## src/sv/sgpcd_pkg.sv

```systemverilog
`timescale 1ns / 1ps
// Package of the SPI GPIO/PWM command decoder: item and state types,
// command field codes and reset values. Used by every module of the block.
package sgpcd_pkg;

  localparam int RxW    = 8;
  localparam int PinW   = 3;
  localparam int ChW    = 3;
  localparam int InDataW  = 48;
  localparam int OutDataW = 80;

  typedef enum logic {
    OPC_CMD = 1'b0,
    OPC_ADC = 1'b1
  } opcode_t;

  typedef enum logic [2:0] {
    SEL_NONE   = 3'd0,
    SEL_DDR_B  = 3'd1,
    SEL_DDR_C  = 3'd2,
    SEL_DDR_D  = 3'd3,
    SEL_PORT_B = 3'd4,
    SEL_PORT_C = 3'd5,
    SEL_PORT_D = 3'd6,
    SEL_SPARE  = 3'd7
  } sel_t;

  localparam logic [PinW-1:0] PWM0_PIN = 3'd6;
  localparam logic [PinW-1:0] PWM1_PIN = 3'd1;

  localparam logic [RxW-1:0] CMD_PWM0_PIN_OUT = 8'hDE;
  localparam logic [RxW-1:0] CMD_PWM1_PIN_OUT = 8'hC9;

  localparam logic [RxW-1:0] TX_ZERO = 8'h00;
  localparam logic [RxW-1:0] TX_ONE  = 8'h01;

  typedef struct packed {
    opcode_t          opcode;
    logic [RxW-1:0]   rx_byte;
    logic [7:0]       pin_levels_b;
    logic [7:0]       pin_levels_c;
    logic [7:0]       pin_levels_d;
    logic [ChW-1:0]   adc_channel;
    logic [7:0]       adc_value;
  } item_t;

  typedef struct packed {
    logic [7:0] dir_b;
    logic [7:0] dir_c;
    logic [7:0] dir_d;
    logic [7:0] out_b;
    logic [7:0] out_c;
    logic [7:0] out_d;
    logic [7:0] duty0;
    logic [7:0] duty1;
    logic [2:0] clk_sel0;
    logic [2:0] clk_sel1;
    logic       en0;
    logic       en1;
    logic       pend_armed;
    logic       pend_ch;
  } io_state_t;

  localparam io_state_t ST_RESET = '{
    dir_b: 8'h13, dir_c: 8'h00, dir_d: 8'h00,
    out_b: 8'h00, out_c: 8'h00, out_d: 8'hFC,
    duty0: 8'h00, duty1: 8'h00,
    clk_sel0: 3'd0, clk_sel1: 3'd0,
    en0: 1'b0, en1: 1'b0,
    pend_armed: 1'b0, pend_ch: 1'b0
  };

  typedef struct packed {
    logic           has_result;
    logic [RxW-1:0] tx_byte;
  } dec_res_t;

endpackage

```

## src/sv/sgpcd_adc_store.sv

```systemverilog
`timescale 1ns / 1ps
// Stored ADC samples: one register per channel, one write port,
// one read port that replies zero beyond the channel count. Uses sgpcd_pkg.
module sgpcd_adc_store #(
  parameter int CHANNEL_COUNT = 6
) (
  input  logic                      clk,
  input  logic                      rst_n,
  input  logic                      wr_en,
  input  logic [sgpcd_pkg::ChW-1:0] wr_ch,
  input  logic [7:0]                wr_data,
  input  logic [sgpcd_pkg::ChW-1:0] rd_ch,
  output logic [7:0]                rd_data
);

  localparam int IdxW = (CHANNEL_COUNT > 1) ? $clog2(CHANNEL_COUNT) : 1;
  localparam logic [sgpcd_pkg::ChW:0] Count = (sgpcd_pkg::ChW + 1)'(CHANNEL_COUNT);

  logic [7:0] sample_r [CHANNEL_COUNT];
  logic       wr_hit;
  logic       rd_hit;

  assign wr_hit = wr_en && ({1'b0, wr_ch} < Count);
  assign rd_hit = {1'b0, rd_ch} < Count;

  always_ff @(posedge clk) begin
    if (!rst_n) begin
      for (int i = 0; i < CHANNEL_COUNT; i++) begin
        sample_r[i] <= '0;
      end
    end else if (wr_hit) begin
      sample_r[wr_ch[IdxW-1:0]] <= wr_data;
    end
  end

  assign rd_data = rd_hit ? sample_r[rd_ch[IdxW-1:0]] : sgpcd_pkg::TX_ZERO;

endmodule

```

## src/sv/sgpcd_decode.sv

```systemverilog
`timescale 1ns / 1ps
// Command decode: next I/O state and reply byte for one registered item.
// Purely combinational; uses sgpcd_pkg types and codes.
module sgpcd_decode (
  input  sgpcd_pkg::item_t     item,
  input  sgpcd_pkg::io_state_t st,
  input  logic [7:0]           adc_rd_data,
  output sgpcd_pkg::io_state_t st_nxt,
  output sgpcd_pkg::dec_res_t  res
);

  function automatic sgpcd_pkg::io_state_t write_pin(sgpcd_pkg::io_state_t s,
                                                     logic [7:0] b);
    sgpcd_pkg::io_state_t r;
    logic [2:0]           pin;
    logic                 v;
    r   = s;
    pin = b[2:0];
    v   = b[6];
    case (sgpcd_pkg::sel_t'(b[5:3]))
      sgpcd_pkg::SEL_DDR_B: begin
        if (pin == sgpcd_pkg::PWM1_PIN) begin
          r.duty1    = '0;
          r.clk_sel1 = '0;
          r.en1      = 1'b0;
        end
        r.dir_b[pin] = v;
      end
      sgpcd_pkg::SEL_DDR_C: r.dir_c[pin] = v;
      sgpcd_pkg::SEL_DDR_D: begin
        if (pin == sgpcd_pkg::PWM0_PIN) begin
          r.duty0    = '0;
          r.clk_sel0 = '0;
          r.en0      = 1'b0;
        end
        r.dir_d[pin] = v;
      end
      sgpcd_pkg::SEL_PORT_B: r.out_b[pin] = v;
      sgpcd_pkg::SEL_PORT_C: r.out_c[pin] = v;
      sgpcd_pkg::SEL_PORT_D: r.out_d[pin] = v;
      default: ;
    endcase
    return r;
  endfunction

  function automatic logic level_of(logic [7:0] dir, logic [7:0] latch,
                                    logic [7:0] pins, logic [2:0] pin);
    return dir[pin] ? latch[pin] : pins[pin];
  endfunction

  logic [7:0]      b;
  sgpcd_pkg::sel_t sel;

  assign b   = item.rx_byte;
  assign sel = sgpcd_pkg::sel_t'(b[5:3]);

  always_comb begin
    st_nxt         = st;
    res.has_result = (item.opcode == sgpcd_pkg::OPC_CMD);
    res.tx_byte    = b;
    if (item.opcode == sgpcd_pkg::OPC_ADC) begin
      res.has_result = 1'b0;
    end else if (st.pend_armed && (b != '0)) begin
      if (!st.pend_ch) begin
        st_nxt.duty0 = b;
      end else begin
        st_nxt.duty1 = b;
      end
      st_nxt.pend_armed = 1'b0;
      st_nxt.pend_ch    = 1'b0;
    end else if (b[7]) begin
      st_nxt = write_pin(st, b);
    end else if (b[6] && (sel == sgpcd_pkg::SEL_NONE)) begin
      res.tx_byte = adc_rd_data;
    end else if (b[6]) begin
      if (b[5]) begin
        if (b[3]) begin
          if (!b[4]) begin
            if (st.en0) begin
              res.tx_byte = sgpcd_pkg::TX_ZERO;
            end else begin
              st_nxt          = write_pin(st, sgpcd_pkg::CMD_PWM0_PIN_OUT);
              st_nxt.clk_sel0 = b[2:0];
              st_nxt.en0      = 1'b1;
              res.tx_byte     = sgpcd_pkg::TX_ONE;
            end
          end else begin
            if (st.en1) begin
              res.tx_byte = sgpcd_pkg::TX_ZERO;
            end else begin
              st_nxt          = write_pin(st, sgpcd_pkg::CMD_PWM1_PIN_OUT);
              st_nxt.clk_sel1 = b[2:0];
              st_nxt.en1      = 1'b1;
              res.tx_byte     = sgpcd_pkg::TX_ONE;
            end
          end
        end else begin
          st_nxt.pend_armed = 1'b1;
          st_nxt.pend_ch    = b[4];
        end
      end
    end else begin
      case (sel)
        sgpcd_pkg::SEL_PORT_B:
          res.tx_byte = {7'b0, level_of(st.dir_b, st.out_b, item.pin_levels_b, b[2:0])};
        sgpcd_pkg::SEL_PORT_C:
          res.tx_byte = {7'b0, level_of(st.dir_c, st.out_c, item.pin_levels_c, b[2:0])};
        sgpcd_pkg::SEL_PORT_D:
          res.tx_byte = {7'b0, level_of(st.dir_d, st.out_d, item.pin_levels_d, b[2:0])};
        default: res.tx_byte = sgpcd_pkg::TX_ZERO;
      endcase
    end
  end

endmodule

```

## src/sv/spi_gpio_pwm_command_decoder_unit.sv

```systemverilog
`timescale 1ns / 1ps
// Top level of the SPI GPIO/PWM command decoder: input register, I/O state,
// result register. Depends on sgpcd_pkg, sgpcd_adc_store and sgpcd_decode.
//
// Usage:
//   in_*  channel: one transfer per SPI command byte or ADC sample update.
//         in_tuser is the opcode (0 = command byte, 1 = sample update).
//   out_* channel: one transfer per command byte, carrying the reply byte
//         and a snapshot of direction, latch and PWM settings after it.
//         Sample updates produce no output transfer.
//   Path: an accepted item waits in the input register and is then decoded
//   into the result register, which drives out_tvalid.
//   Throughput: one item per cycle unless out_tready stalls; the state
//   update and decode of each item are combinational between the registers.
//   Stall: while out_tvalid is held by a low out_tready, the item in the
//   input register waits; in_tready stays high as long as the input
//   register is empty or moves on in the same cycle.
//   Reset: synchronous on rst_n low; both registers empty, port state and
//   samples return to their power-up values, PWM channels stopped and no
//   duty arm pending.
module spi_gpio_pwm_command_decoder_unit #(
  parameter int CHANNEL_COUNT = 6
) (
  input  logic                              clk,
  input  logic                              rst_n,
  input  logic                              in_tvalid,
  output logic                              in_tready,
  // rx_byte, pin_levels_b, pin_levels_c, pin_levels_d, adc_channel, adc_value
  input  logic [sgpcd_pkg::InDataW-1:0]     in_tdata,
  // opcode
  input  logic                              in_tuser,
  output logic                              out_tvalid,
  input  logic                              out_tready,
  // tx_byte, ddr_b, ddr_c, ddr_d, port_b, port_c, port_d, pwm0_duty,
  // pwm1_duty, pwm0_clock_select, pwm1_clock_select, pwm_enables
  output logic [sgpcd_pkg::OutDataW-1:0]    out_tdata
);

  logic                 in_vld_r;
  logic                 in_vld_nxt;
  sgpcd_pkg::item_t     item_r;
  sgpcd_pkg::item_t     item_nxt;
  sgpcd_pkg::io_state_t st_r;
  sgpcd_pkg::io_state_t st_nxt;
  sgpcd_pkg::dec_res_t  res;
  logic                 out_vld_r;
  logic                 out_vld_nxt;
  logic [sgpcd_pkg::OutDataW-1:0] out_data_r;
  logic [sgpcd_pkg::OutDataW-1:0] out_data_nxt;
  logic                 fire;
  logic                 in_xfer;
  logic [7:0]           adc_rd_data;
  logic                 adc_wr;

  assign fire      = in_vld_r && (!out_vld_r || out_tready);
  assign in_tready = !in_vld_r || fire;
  assign in_xfer   = in_tvalid && in_tready;
  assign adc_wr    = fire && (item_r.opcode == sgpcd_pkg::OPC_ADC);

  always_comb begin
    item_nxt.opcode       = sgpcd_pkg::opcode_t'(in_tuser);
    item_nxt.rx_byte      = in_tdata[7:0];
    item_nxt.pin_levels_b = in_tdata[15:8];
    item_nxt.pin_levels_c = in_tdata[23:16];
    item_nxt.pin_levels_d = in_tdata[31:24];
    item_nxt.adc_channel  = in_tdata[34:32];
    item_nxt.adc_value    = in_tdata[42:35];
  end

  sgpcd_adc_store #(
    .CHANNEL_COUNT(CHANNEL_COUNT)
  ) u_adc_store (
    .clk     (clk),
    .rst_n   (rst_n),
    .wr_en   (adc_wr),
    .wr_ch   (item_r.adc_channel),
    .wr_data (item_r.adc_value),
    .rd_ch   (item_r.rx_byte[2:0]),
    .rd_data (adc_rd_data)
  );

  sgpcd_decode u_decode (
    .item        (item_r),
    .st          (st_r),
    .adc_rd_data (adc_rd_data),
    .st_nxt      (st_nxt),
    .res         (res)
  );

  always_comb begin
    in_vld_nxt = in_xfer ? 1'b1 : (fire ? 1'b0 : in_vld_r);
    if (fire && res.has_result) begin
      out_vld_nxt = 1'b1;
    end else if (out_tready) begin
      out_vld_nxt = 1'b0;
    end else begin
      out_vld_nxt = out_vld_r;
    end
    out_data_nxt = {2'b00 | {st_nxt.en1, st_nxt.en0},
                    st_nxt.clk_sel1, st_nxt.clk_sel0,
                    st_nxt.duty1, st_nxt.duty0,
                    st_nxt.out_d, st_nxt.out_c, st_nxt.out_b,
                    st_nxt.dir_d, st_nxt.dir_c, st_nxt.dir_b,
                    res.tx_byte};
  end

  always_ff @(posedge clk) begin
    if (!rst_n) begin
      in_vld_r  <= 1'b0;
      out_vld_r <= 1'b0;
      st_r      <= sgpcd_pkg::ST_RESET;
    end else begin
      in_vld_r  <= in_vld_nxt;
      out_vld_r <= out_vld_nxt;
      if (fire) begin
        st_r <= st_nxt;
      end
    end
  end

  always_ff @(posedge clk) begin
    if (in_xfer) begin
      item_r <= item_nxt;
    end
    if (fire && res.has_result) begin
      out_data_r <= out_data_nxt;
    end
  end

  assign out_tvalid = out_vld_r;
  assign out_tdata  = out_data_r;

  a_clk_sel0_idle: assert property (@(posedge clk) disable iff (!rst_n)
    !st_r.en0 |-> (st_r.clk_sel0 == '0))
    else $error("PWM0 clock select set while channel disabled");

  a_clk_sel1_idle: assert property (@(posedge clk) disable iff (!rst_n)
    !st_r.en1 |-> (st_r.clk_sel1 == '0))
    else $error("PWM1 clock select set while channel disabled");

  a_disarm: assert property (@(posedge clk) disable iff (!rst_n)
    fire && (item_r.opcode == sgpcd_pkg::OPC_CMD) && st_r.pend_armed &&
    (item_r.rx_byte != '0) |=> !st_r.pend_armed)
    else $error("duty arm not cleared after duty byte");

  a_item_hold: assert property (@(posedge clk) disable iff (!rst_n)
    in_vld_r && !fire |=> in_vld_r && $stable(item_r))
    else $error("input register lost a waiting item");

endmodule
```

## config.mk

```make
export PLATFORM = sky130hd
export DESIGN_NAME = spi_gpio_pwm_command_decoder_unit
export DESIGN_NICKNAME = d
export VERILOG_FILES = /design/src/sv/sgpcd_pkg.sv /design/src/sv/sgpcd_adc_store.sv /design/src/sv/sgpcd_decode.sv /design/src/sv/spi_gpio_pwm_command_decoder_unit.sv
export SDC_FILE = /design/constraint.sdc
export NUM_CORES = 1
export LEC_CHECK = 0
export BUFFER_PORTS_ARGS = -buffer_cell sky130_fd_sc_hd__buf_2
export CAP_MARGIN = 20
export CORE_ASPECT_RATIO = 0.8
export CORE_MARGIN = 2
export CORE_UTILIZATION = 42
export CTS_CLUSTER_DIAMETER = 30
export DETAILED_ROUTE_END_ITERATION = 8
export HOLD_SLACK_MARGIN = 0.15
export PLACE_DENSITY = 0.72
export SETUP_SLACK_MARGIN = 0.15
export SLEW_MARGIN = 20
export SYNTH_ARGS = -nofsm -noshare
export SYNTH_HDL_FRONTEND = slang
export SYNTH_HIERARCHICAL = 1
export SYNTH_SLANG_ARGS = --single-unit
```

## constraint.sdc

```tcl
create_clock -name clk -period 6.2 [get_ports clk]
set_input_delay 0.31 -clock clk [delete_from_list [all_inputs] [get_ports clk]]
set_output_delay 0.31 -clock clk [all_outputs]
set_load 0.02 [all_outputs]
```

==> flow_summary.json, run 1 <==
{
  "min_path_cells": 4,
  "fraction_of_final_layout_cells_sized_beyond_drive_strength_1": 0.219,
  "post_synth_main_area_contributors": "edfxtp_1 (45%), dfxtp_1 (13%), mux2i_1 (9.9%), nand2_1 (6.7%), o21ai_0 (2.7%)",
  "status": "complete, no violations",
  "worst_hold_path_type": "input port to flip-flop",
  "worstPathArrival_ns": 3.89,
  "clock_sinks": 248,
  "diodes": 0,
  "core_region_area_sq_um": 26500,
  "worst-path-max-fanout": 37,
  "area_leader_netlist": "edfxtp_1",
  "post_synthesis_sequential_area_ratio": 0.587,
  "dpl_wire_length_mm": 18.5,
  "p_leak_nw": 5.21,
  "peakVddDrop_uv": 222,
  "detailroute.via_count": 8655,
  "total_detailed_routing_wirelength_mm": 29.9,
  "synth.ff_latch_count": 248,
  "postLayoutSetupSlackWorst_ns": 2.69,
  "power.density_nw_per_um2": 318,
  "synth.top_cells.by_count": "nand2_1 (202), edfxtp_1 (172), mux2i_1 (113)",
  "worstRegToRegCells": 7,
  "area_delta_synth_final_pct": 24.0,
  "syn-mean-instance-area_sq_um": 11.3,
  "r2r_setup_slack_ns": 2.69,
  "iteration_count_of_the_initial_detailed_routing_pass": 6,
  "clock-skew-final_ns": 0.0264,
  "post_synth_inst_count": 1006,
  "effective_utilization_at_floorplan": 0.430,
  "post_layout_nonfiller_instances": 1559,
  "worstPathCellList": "buf_4 > mux4_2 > mux2i_1 > mux2_2 > or4b_1 > a21o_1 > nand2_1",
  "timing.rr.start": "item_r[36]$_DFFE_PP_",
  "die-width_um": 188,
  "place_inst": 1433,
  "synth_ff_type": "edfxtp_1",
  "fin_hold_ws_ns": 0.256,
  "min_period_over_period": 0.565,
  "worst_skew_pair.late_latency_ns": 0.54,
  "syn-num-nets": 1059,
  "crit_path_end_kind": "flip-flop",
  "critPathTopFamily": "multiplexers",
  "gp_routability_congestion": 0.856,
  "max-cap-violations": 0,
  "avgRoutedWirePerCell_um": 19.2,
  "cts_tree": "yes",
  "critPathKind": "flip-flop to flip-flop",
  "drv_slew": 0,
  "worst_hold_path.endpoint": "out_tvalid$_SDFFE_PN0P_",
  "critical_path.reg2reg.endpoint": "out_tdata[0]$_DFFE_PP_",
  "depth_of_the_cts_h_tree": 2,
  "slowest_delay_ns": 0.85,
  "min-delay-start": "out_tready",
  "die_area_sq_um": 28400,
  "yosys_warnings": 6,
  "io_buffers": 129,
  "finalSetupTns_ns": 0,
  "synth_enable_flop_cells": 172,
  "remaining_global_route_overflow": 0,
  "grt_antenna_before_repair": 0,
  "num-nets-final": 1221,
  "postPlaceCellArea_sq_um": 12200,
  "crit_path_buf_inv_count": 1,
  "ios": 135,
  "fp-row-count": 53,
  "final_setup_violation_count": 0,
  "timing.critical_path.slowest_stage_cell": "edfxtp_1",
  "grt_setup_unrepaired": "no",
  "crit_path_start_kind": "flip-flop",
  "path_clk_slew_ns": 0.05,
  "worst_slew_pin_tran_ns": 1.02,
  "stdcell_area_sq_um": 14100,
  "timing.critical_path.required_ns": 6.58,
  "cts-buffers-inserted": 45,
  "clockRootBuffer": "clkbuf_16",
  "synth_top_area_frac": 0.454,
  "grt_pass1_vias": 8228,
  "timing_hold_violations_final": 0,
  "synth.most_common_cell": "nand2_1",
  "die_h_um": 151,
  "clock_tree.buffer_depth": 3,
  "grt_pass1_wl_mm": 45.9,
  "finalCriticalPeriod_ns": 3.51,
  "number_of_drc_violations_after_detailed_routing": 0,
  "count_of_distinct_cell_types_in_the_synthesized_netlist": 68,
  "gr-usage-all-layers": 0.209,
  "asyncSetResetFlopFracSynth": 0,
  "cts-resized-gates": 0,
  "routed_via_density": 5.55,
  "grt_max_degree": 99,
  "place_worst_setup_slack_ns": 2.78,
  "drt_first_iter_violations": 890,
  "fmax_mhz": 285,
  "max-slew-margin-rel": 0.316,
  "syn-cell-area_sq_um": 11400,
  "final_antenna_net_count": 0,
  "cts_post_setup_buffers_inserted": 0
}
layout make-up:
cell class	instances	area, sq um
Clock inverter	26	221
Fill cell	2193	12300
Sequential cell	248	6690
Tap cell	357	447
Multi-Input combinational cell	664	4240
Inverter	24	90.1
Clock buffer	55	1250
Timing Repair Buffer	185	1180
flip-flops by register name, indices dropped and copies added (netlist names):
signal,flops
st_r,74
u_adc_store/sample_r,48
out_tdata,80
item_r,44
out_tvalid,1
in_vld_r,1
layout by cell type, fill, tap and decap left out, types with 21 or more instances in the layout:
cell type	n
nand2_1	202
edfxtp_1	172
buf_2	128
mux2i_1	113
dfxtp_1	76
nor2_1	69
o21ai_0	60
clkbuf_16	47
dlygate4sd3_1	45
inv_1	21
nand3_1	21
timing repair:
| action | in CTS | in global routing |
|---|---|---|
| endpoints found under the hold margin | 45 | 0 |
| hold buffers | 45 | 0 |
| setup endpoints to repair | 0 | 0 |
routing by layer:
layer,wire length (um),global-route usage
met5,0,0
met4,684,0.0689
met3,2680,0.0449
met2,13500,0.325
met1,13000,0.292
logic make-up after synthesis:
kind of cell | share of synthesized area
compound gates | 0.0934
mux | 0.139
flops | 0.587
simple gates | 0.139
buf+inv | 0.0409
worst max-delay path by stage:
stage / startpoint / endpoint / slack, ns / cells after the start
2_1_floorplan: item_r[43]$_DFFE_PP_ / out_tdata[0]$_DFFE_PP_ / 1.59 / 4
3_3_place_gp: item_r[36]$_DFFE_PP_ / out_tdata[0]$_DFFE_PP_ / 2.76 / 7
3_5_place_dp: item_r[36]$_DFFE_PP_ / out_tdata[0]$_DFFE_PP_ / 2.78 / 7
4_1_cts: item_r[36]$_DFFE_PP_ / out_tdata[0]$_DFFE_PP_ / 2.71 / 7
5_1_grt: item_r[36]$_DFFE_PP_ / out_tdata[0]$_DFFE_PP_ / 2.55 / 7
6_report: item_r[36]$_DFFE_PP_ / out_tdata[0]$_DFFE_PP_ / 2.69 / 7
stage by stage:
step	power (mW)	utilization
2_1_floorplan	2.06	-
3_3_place_gp	2.14	0.461
3_5_place_dp	2.14	0.461
4_1_cts	4.51	0.533
5_1_grt	4.62	0.533
6_report	4.48	0.533
power breakdown:
group / switching [mW] / internal [mW]
clock network: 0.829 / 1.52
registers: 0.0254 / 1.82
logic: 0.189 / 0.102
total: 1.04 / 3.44
worst reg2reg max path, cell delays in order, from the launching register on:
cell and delay [ns]:
edfxtp_1 0.85, buf_4 0.66, mux4_2 0.61, mux2i_1 0.16
mux2_2 0.39, or4b_1 0.47, a21o_1 0.17, nand2_1 0.05
No activity file was read; power rests on OpenSTA's default activity.
==> inputs of run 2 (changes only) <==
ABC_AREA = 1   (was not set)
PLACE_DENSITY = 0.73   (was 0.72)
clock period = 2.92 ns   (was 6.2 ns; I/O delays follow)
==> run 2 against run 1 <==
Effect of this change: critical path depth up 7; clock power up 130%; highest routed layer unchanged; worst setup slack lost 2.4 ns; final area up 14%; largest power group unchanged; synthesized cell count is 53% higher; critical endpoint is now st_r[39]$_SDFFE_PN0N_; non-clock buffer count is 29 higher; sequential cell count grew 16; combinational power rose to 3.5 times the previous value; hold slack better by 0.036 ns.
==> flow_summary.json, run 2 <==
{
  "final_setup_violation_count": 0,
  "grt_pass1_vias": 10085,
  "gr-usage-all-layers": 0.215,
  "part_of_the_total_power_dissipated_in_combinational_logic": 0.093,
  "depth_of_the_cts_h_tree": 2,
  "die_h_um": 161,
  "count_of_distinct_cell_types_in_the_synthesized_netlist": 40,
  "timing_hold_violations_final": 0,
  "p_leak_nw": 7.12,
  "remaining_global_route_overflow": 0,
  "area_leader_netlist": "edfxtp_1",
  "synth.ff_latch_count": 264,
  "crit_path_end_kind": "flip-flop",
  "core_region_area_sq_um": 30200,
  "grt_max_degree": 81,
  "path_clk_slew_ns": 0.05,
  "grtUsageMet2": 0.327,
  "fin_hold_ws_ns": 0.292,
  "cts_post_setup_buffers_inserted": 0,
  "peakVddDrop_uv": 424,
  "finalCriticalPeriod_ns": 2.59,
  "dpl_wire_length_mm": 23.0,
  "routed_via_density": 4.98,
  "place_inst": 2064,
  "utilization": 0.531,
  "drt_first_iter_violations": 1109,
  "synth_enable_flop_cells": 188,
  "swShare": 0.249,
  "cts-resized-gates": 0,
  "ios": 135,
  "layout_commonest_cell": "nand2_1",
  "sequentialPowerShare": 0.399,
  "internal_power_mw": 8.10,
  "area_delta_synth_final_pct": 24.7,
  "drv_slew": 0,
  "worst-path-max-fanout": 10,
  "final_antenna_net_count": 0,
  "cts_hold_repair.buffers": 47,
  "max-slew-margin-rel": 0.475,
  "critPathTopFamily": "simple AND/OR/NAND/NOR gates",
  "cts-buffers-inserted": 47,
  "crit_path_buf_inv_count": 2,
  "timing.critical_path.slowest_stage_cell": "edfxtp_1",
  "worstPathCellList": "inv_2 > nand2_2 > nor2_2 > nand3_2 > nand2_4 > nand2_4 > nor2_4 > nand2_2 > o21ai_0 > o21ai_0 > inv_1 > nand3_1 > nand2_1 > nor2_1",
  "syn-mean-instance-area_sq_um": 8.35,
  "grtUsageMet1": 0.301,
  "syn-cell-area_sq_um": 12900,
  "max-cap-violations": 0,
  "grt_pass1_wl_mm": 53.4,
  "finalSetupTns_ns": 0,
  "clock-skew-final_ns": 0.0228,
  "grt_setup_unrepaired": "no",
  "stdcell_area_sq_um": 16000,
  "power.density_nw_per_um2": 672,
  "die-width_um": 200,
  "min_period_over_period": 0.885,
  "post_layout_nonfiller_instances": 2196,
  "number_of_drc_violations_after_detailed_routing": 0,
  "synth_top_area_frac": 0.439,
  "fraction_of_final_layout_cells_sized_beyond_drive_strength_1": 0.169,
  "worstPathArrival_ns": 3.02,
  "cts_tree": "yes",
  "synth.most_common_cell": "nand2_1",
  "fmax_mhz": 387,
  "post_synthesis_sequential_area_ratio": 0.557,
  "critPathKind": "flip-flop to flip-flop",
  "clockRootBuffer": "clkbuf_16",
  "max_reg_flops": 80,
  "io_buffers": 129,
  "detailroute.via_count": 10947,
  "postPlaceCellArea_sq_um": 14000,
  "clock_sinks": 264,
  "fp-row-count": 57,
  "post_synth_main_area_contributors": "edfxtp_1 (44%), dfxtp_1 (12%), nand2_1 (11%), inv_1 (7.2%), nand3_1 (5.8%)",
  "slowest_delay_ns": 0.47,
  "yosys_warnings": 6,
  "iteration_count_of_the_initial_detailed_routing_pass": 6,
  "global_route.peak_usage_layer": "met2",
  "status": "complete, no violations",
  "post_synth_inst_count": 1541,
  "synth_ff_type": "edfxtp_1",
  "switching_pwr_mw": 2.69,
  "groute.layer.met3.usage": 0.0506,
  "layout_common_cells": "nand2_1 (390), inv_1 (246), edfxtp_1 (188)",
  "synth.top_cells.by_count": "nand2_1 (390), inv_1 (247), edfxtp_1 (188)",
  "num-nets-final": 1800,
  "die_area_sq_um": 32100,
  "worst_slew_pin_tran_ns": 0.788,
  "crit_path_start_kind": "flip-flop",
  "diodes": 0,
  "total_detailed_routing_wirelength_mm": 34.7,
  "grt_antenna_before_repair": 0,
  "timing.critical_path.required_ns": 3.35,
  "effective_utilization_at_floorplan": 0.425,
  "power_share_of_the_clock_group": 0.508,
  "gp_routability_congestion": 0.920,
  "asyncSetResetFlopFracSynth": 0,
  "worst_skew_pair.late_latency_ns": 0.55,
  "clock_tree.buffer_depth": 3,
  "worst_hold_path_type": "input port to flip-flop",
  "avgRoutedWirePerCell_um": 15.8
}
-- run 2: cell types whose count changed after synthesis, moves of 17 or more --
cell	previous run	this run
inv_1	21	247
nand2_1	202	390
nand3_1	21	148
mux2i_1	113	8
nor2_1	70	161
a21oi_1	16	82
clkbuf_1	36	9
buf_2	18	41
mux2_2	19	0
o31ai_1	17	0
-- run 2: worst min-delay path: cells and delay by family --
kind                   cells  cell delay [ns]
and+or+nand+nor            2             0.20
buffers and inverters      3             0.31
-- run 2: per-stage QoR --
stage / power, mW / worst slack (ns)
4_1_cts: 10.9 / 0.400
6_report: 10.8 / 0.335
5_1_grt: 11.2 / 0.175
2_1_floorplan: 5.01 / 0.211
3_5_place_dp: 5.31 / 0.429
3_3_place_gp: 5.27 / 0.469
-- run 2: final cells by class --
type	instances	area (sq um)
flip-flops and latches	264	7170
clock inverters	34	405
clock buffers	51	1200
inverters	261	988
multi-input cells	959	4330
fillers	2756	14200
repair buffers	214	1430
well taps	413	517
-- run 2: kinds of logic after synthesis --
kind of cell,Yosys count,share of synthesized area
flip-flops,264,0.557
buffers and inverters,333,0.111
multiplexers,8,0.00622
other,1,0.000291
AO/OA/AOI/OAI,192,0.0768
AND/OR/NAND/NOR,743,0.248
-- run 2: power by group through the flow --
stage / registers, mW / logic, mW / clock network, mW
floorplan: 4.38 / 0.630 / 0
global placement: 4.37 / 0.908 / 0
detailed placement: 4.37 / 0.937 / 0
CTS: 4.30 / 0.992 / 5.56
global route: 4.32 / 1.12 / 5.75
finish: 4.30 / 1.01 / 5.48
-- run 2: path summary, 6_finish.rpt --
kind,startpoint,slack [ns],depth (start not counted),end
min,out_tready,0.29,5,item_r[38]$_DFFE_PP_
max,item_r[39]$_DFFE_PP_,0.33,14,st_r[39]$_SDFFE_PN0N_
max reg2reg,item_r[39]$_DFFE_PP_,0.33,14,st_r[39]$_SDFFE_PN0N_
min reg2reg,st_r[8]$_SDFFE_PN0N_,0.48,2,st_r[8]$_SDFFE_PN0N_
-- run 2: layer usage --
metal,vias up,part of all wire
li1,5315,-
met4,0,0.028
met3,74,0.10
met2,532,0.44
met1,5026,0.42
met5,-,0
==> inputs of run 3 (changes only) <==
CELL_PAD_IN_SITES_DETAIL_PLACEMENT = 1   (was not set)
CELL_PAD_IN_SITES_GLOBAL_PLACEMENT = 1   (was not set)
CORE_UTILIZATION = 40   (was 42)
PLACE_DENSITY = 0.87   (was 0.73)
==> run 3 against run 2 <==
Effect of this change: final area rose by 1.6%; via count is 5.8% higher; routed wire length rose by 23%; critical endpoint is now st_r[53]$_SDFFE_PN0N_; highest routed layer unchanged; sequential cell count unchanged.
==> flow_summary.json, run 3 (same netlist as run 2, synthesis figures left out) <==
{
  "remaining_global_route_overflow": 0,
  "num-nets-final": 1808,
  "num-fill-cells": 3752,
  "cts_post_setup_buffers_inserted": 0,
  "drv_slew": 0,
  "fp-row-count": 58,
  "max-cap-violations": 0,
  "gp_routability_congestion": 0.888,
  "grt_antenna_before_repair": 1,
  "dpl_wire_length_mm": 27.4,
  "p_leak_nw": 7.23,
  "final_setup_violation_count": 0,
  "grt_pass1_wl_mm": 65.0,
  "die_h_um": 164,
  "max-slew-margin-rel": 0.346,
  "peakVddDrop_uv": 485,
  "area_delta_synth_final_pct": 26.7,
  "worst_slew_pin_tran_ns": 0.981,
  "min_period_over_period": 0.909,
  "layout_common_cells": "nand2_1 (390), inv_1 (246), edfxtp_1 (188)",
  "grt_setup_unrepaired": "no",
  "grt_pass1_vias": 11982,
  "die-width_um": 205,
  "ios": 135,
  "critical_path.reg2reg.endpoint": "st_r[53]$_SDFFE_PN0N_",
  "r2r_setup_slack_ns": 0.27,
  "max_reg_flops": 80,
  "iteration_count_of_the_initial_detailed_routing_pass": 8,
  "crit_path_start_kind": "flip-flop",
  "timing.rr.start": "item_r[37]$_DFFE_PP_",
  "cts-buffers-inserted": 55,
  "final_antenna_net_count": 0,
  "cts_tree": "yes",
  "post_layout_nonfiller_instances": 2220,
  "crit_path_end_kind": "flip-flop",
  "fraction_of_final_layout_cells_sized_beyond_drive_strength_1": 0.173,
  "detailroute.via_count": 11579,
  "clockRootBuffer": "clkbuf_16",
  "core_region_area_sq_um": 31600,
  "total_detailed_routing_wirelength_mm": 42.7,
  "power.density_nw_per_um2": 708,
  "effective_utilization_at_floorplan": 0.408,
  "clock-skew-final_ns": 0.0216,
  "gr-usage-all-layers": 0.253,
  "layout_commonest_cell": "nand2_1",
  "status": "complete, no violations",
  "place_inst": 2072,
  "drt_first_iter_violations": 915,
  "critPathKind": "flip-flop to flip-flop",
  "clock_sinks": 264,
  "number_of_drc_violations_after_detailed_routing": 0,
  "avgRoutedWirePerCell_um": 19.2,
  "worstPathArrival_ns": 3.10,
  "die_area_sq_um": 33600,
  "timing.critical_path.required_ns": 3.37,
  "fmax_mhz": 377,
  "worstRegToRegCells": 17,
  "grt_max_degree": 111,
  "io_buffers": 129,
  "crit_path_end": "st_r[53]$_SDFFE_PN0N_",
  "routed_via_density": 5.22,
  "worst_setup_path_startpoint": "item_r[37]$_DFFE_PP_",
  "finalSetupTns_ns": 0,
  "worst_hold_path_type": "input port to flip-flop",
  "path_clk_slew_ns": 0.05,
  "worst_skew_pair.late_latency_ns": 0.57,
  "clock_tree.buffer_depth": 3,
  "depth_of_the_cts_h_tree": 2,
  "finalCriticalPeriod_ns": 2.65,
  "timing_hold_violations_final": 0,
  "worst-path-max-fanout": 11
}
## run 3: changes by cell type in the layout (fill, tap and decap cells not counted), sizes merged
cell         delta
clkinv          +5
buf             +1
clkinvlp        +2
dlygate4sd3     -1
inv             -7
clkbuf         +16
diode           +1
## run 3: how the worst min path moves through the flow
stage                             from                                    to  slack (ns)  cells past startpoint
final                            rst_n  u_adc_store/sample_r[7][3]$_DFFE_PP_        0.22                      3
after global routing             rst_n  u_adc_store/sample_r[7][3]$_DFFE_PP_        0.22                      3
after CTS                        rst_n  u_adc_store/sample_r[7][3]$_DFFE_PP_        0.18                      3
after detailed placement  in_tdata[20]                  item_r[23]$_DFFE_PP_        0.32                      1
after global placement    in_tdata[39]                   item_r[4]$_DFFE_PP_        0.32                      1
after floorplan           in_tdata[35]                   item_r[0]$_DFFE_PP_        0.24                      0
## run 3: metal layers
layer	wire [um]	track usage	vias up
met4	1420	0.105	0
li1	-	-	5355
met2	20700	0.429	436
met5	0	0	-
met1	17300	0.314	5681
met3	3300	0.0560	107
## run 3: layout make-up
| class | instances | area, sq um | area share |
|---|---|---|---|
| multi-input cells | 959 | 4340 | 0.266 |
| repair buffers | 214 | 1430 | 0.0876 |
| inverters | 261 | 988 | 0.0606 |
| clock inverters | 34 | 384 | 0.0236 |
| well taps | 420 | 526 | 0.0322 |
| clock buffers | 67 | 1460 | 0.0897 |
| flip-flops and latches | 264 | 7170 | 0.440 |
| diodes | 1 | 2.50 | 0.000154 |
## run 3: stage by stage
step                      setup WS, ns  power [mW]  hold slack [ns]  utilization  cell area (sq um)
final                            0.267        11.5            0.216        0.516              16300
after global routing             0.171        11.9            0.222        0.516              16300
after CTS                        0.248        11.6            0.176        0.516              16300
after detailed placement         0.332        5.36            0.325        0.443              14000
after global placement           0.455        5.30            0.322        0.443              14000
after floorplan                  0.211        5.01            0.245            -              12900
## run 3: repair_timing
item / CTS / global route
endpoints found under the hold margin: 45 / 0
resized for setup: 0 / 1
hold buffers: 46 / 0
endpoints found under the setup margin: 0 / 1
## run 3: critical path, cell delays in order, from the launching register on
cell and delay (ns):
edfxtp_1 0.46, inv_6 0.15, nand2_4 0.07, nor2_4 0.16, nand3_2 0.13, nand2_4 0.12
nand2_4 0.11, nor2_4 0.11, buf_4 0.22, nand2_2 0.20, inv_1 0.14, nand2_1 0.10
nand2_1 0.13, o21ai_1 0.10, inv_1 0.07, nand3_1 0.08, nand2_1 0.12, nor2_1 0.06
## run 3: where the power goes
part           internal, mW  switching, mW
Clock                  4.09           2.06
Sequential             4.22          0.103
Combinational         0.342          0.727
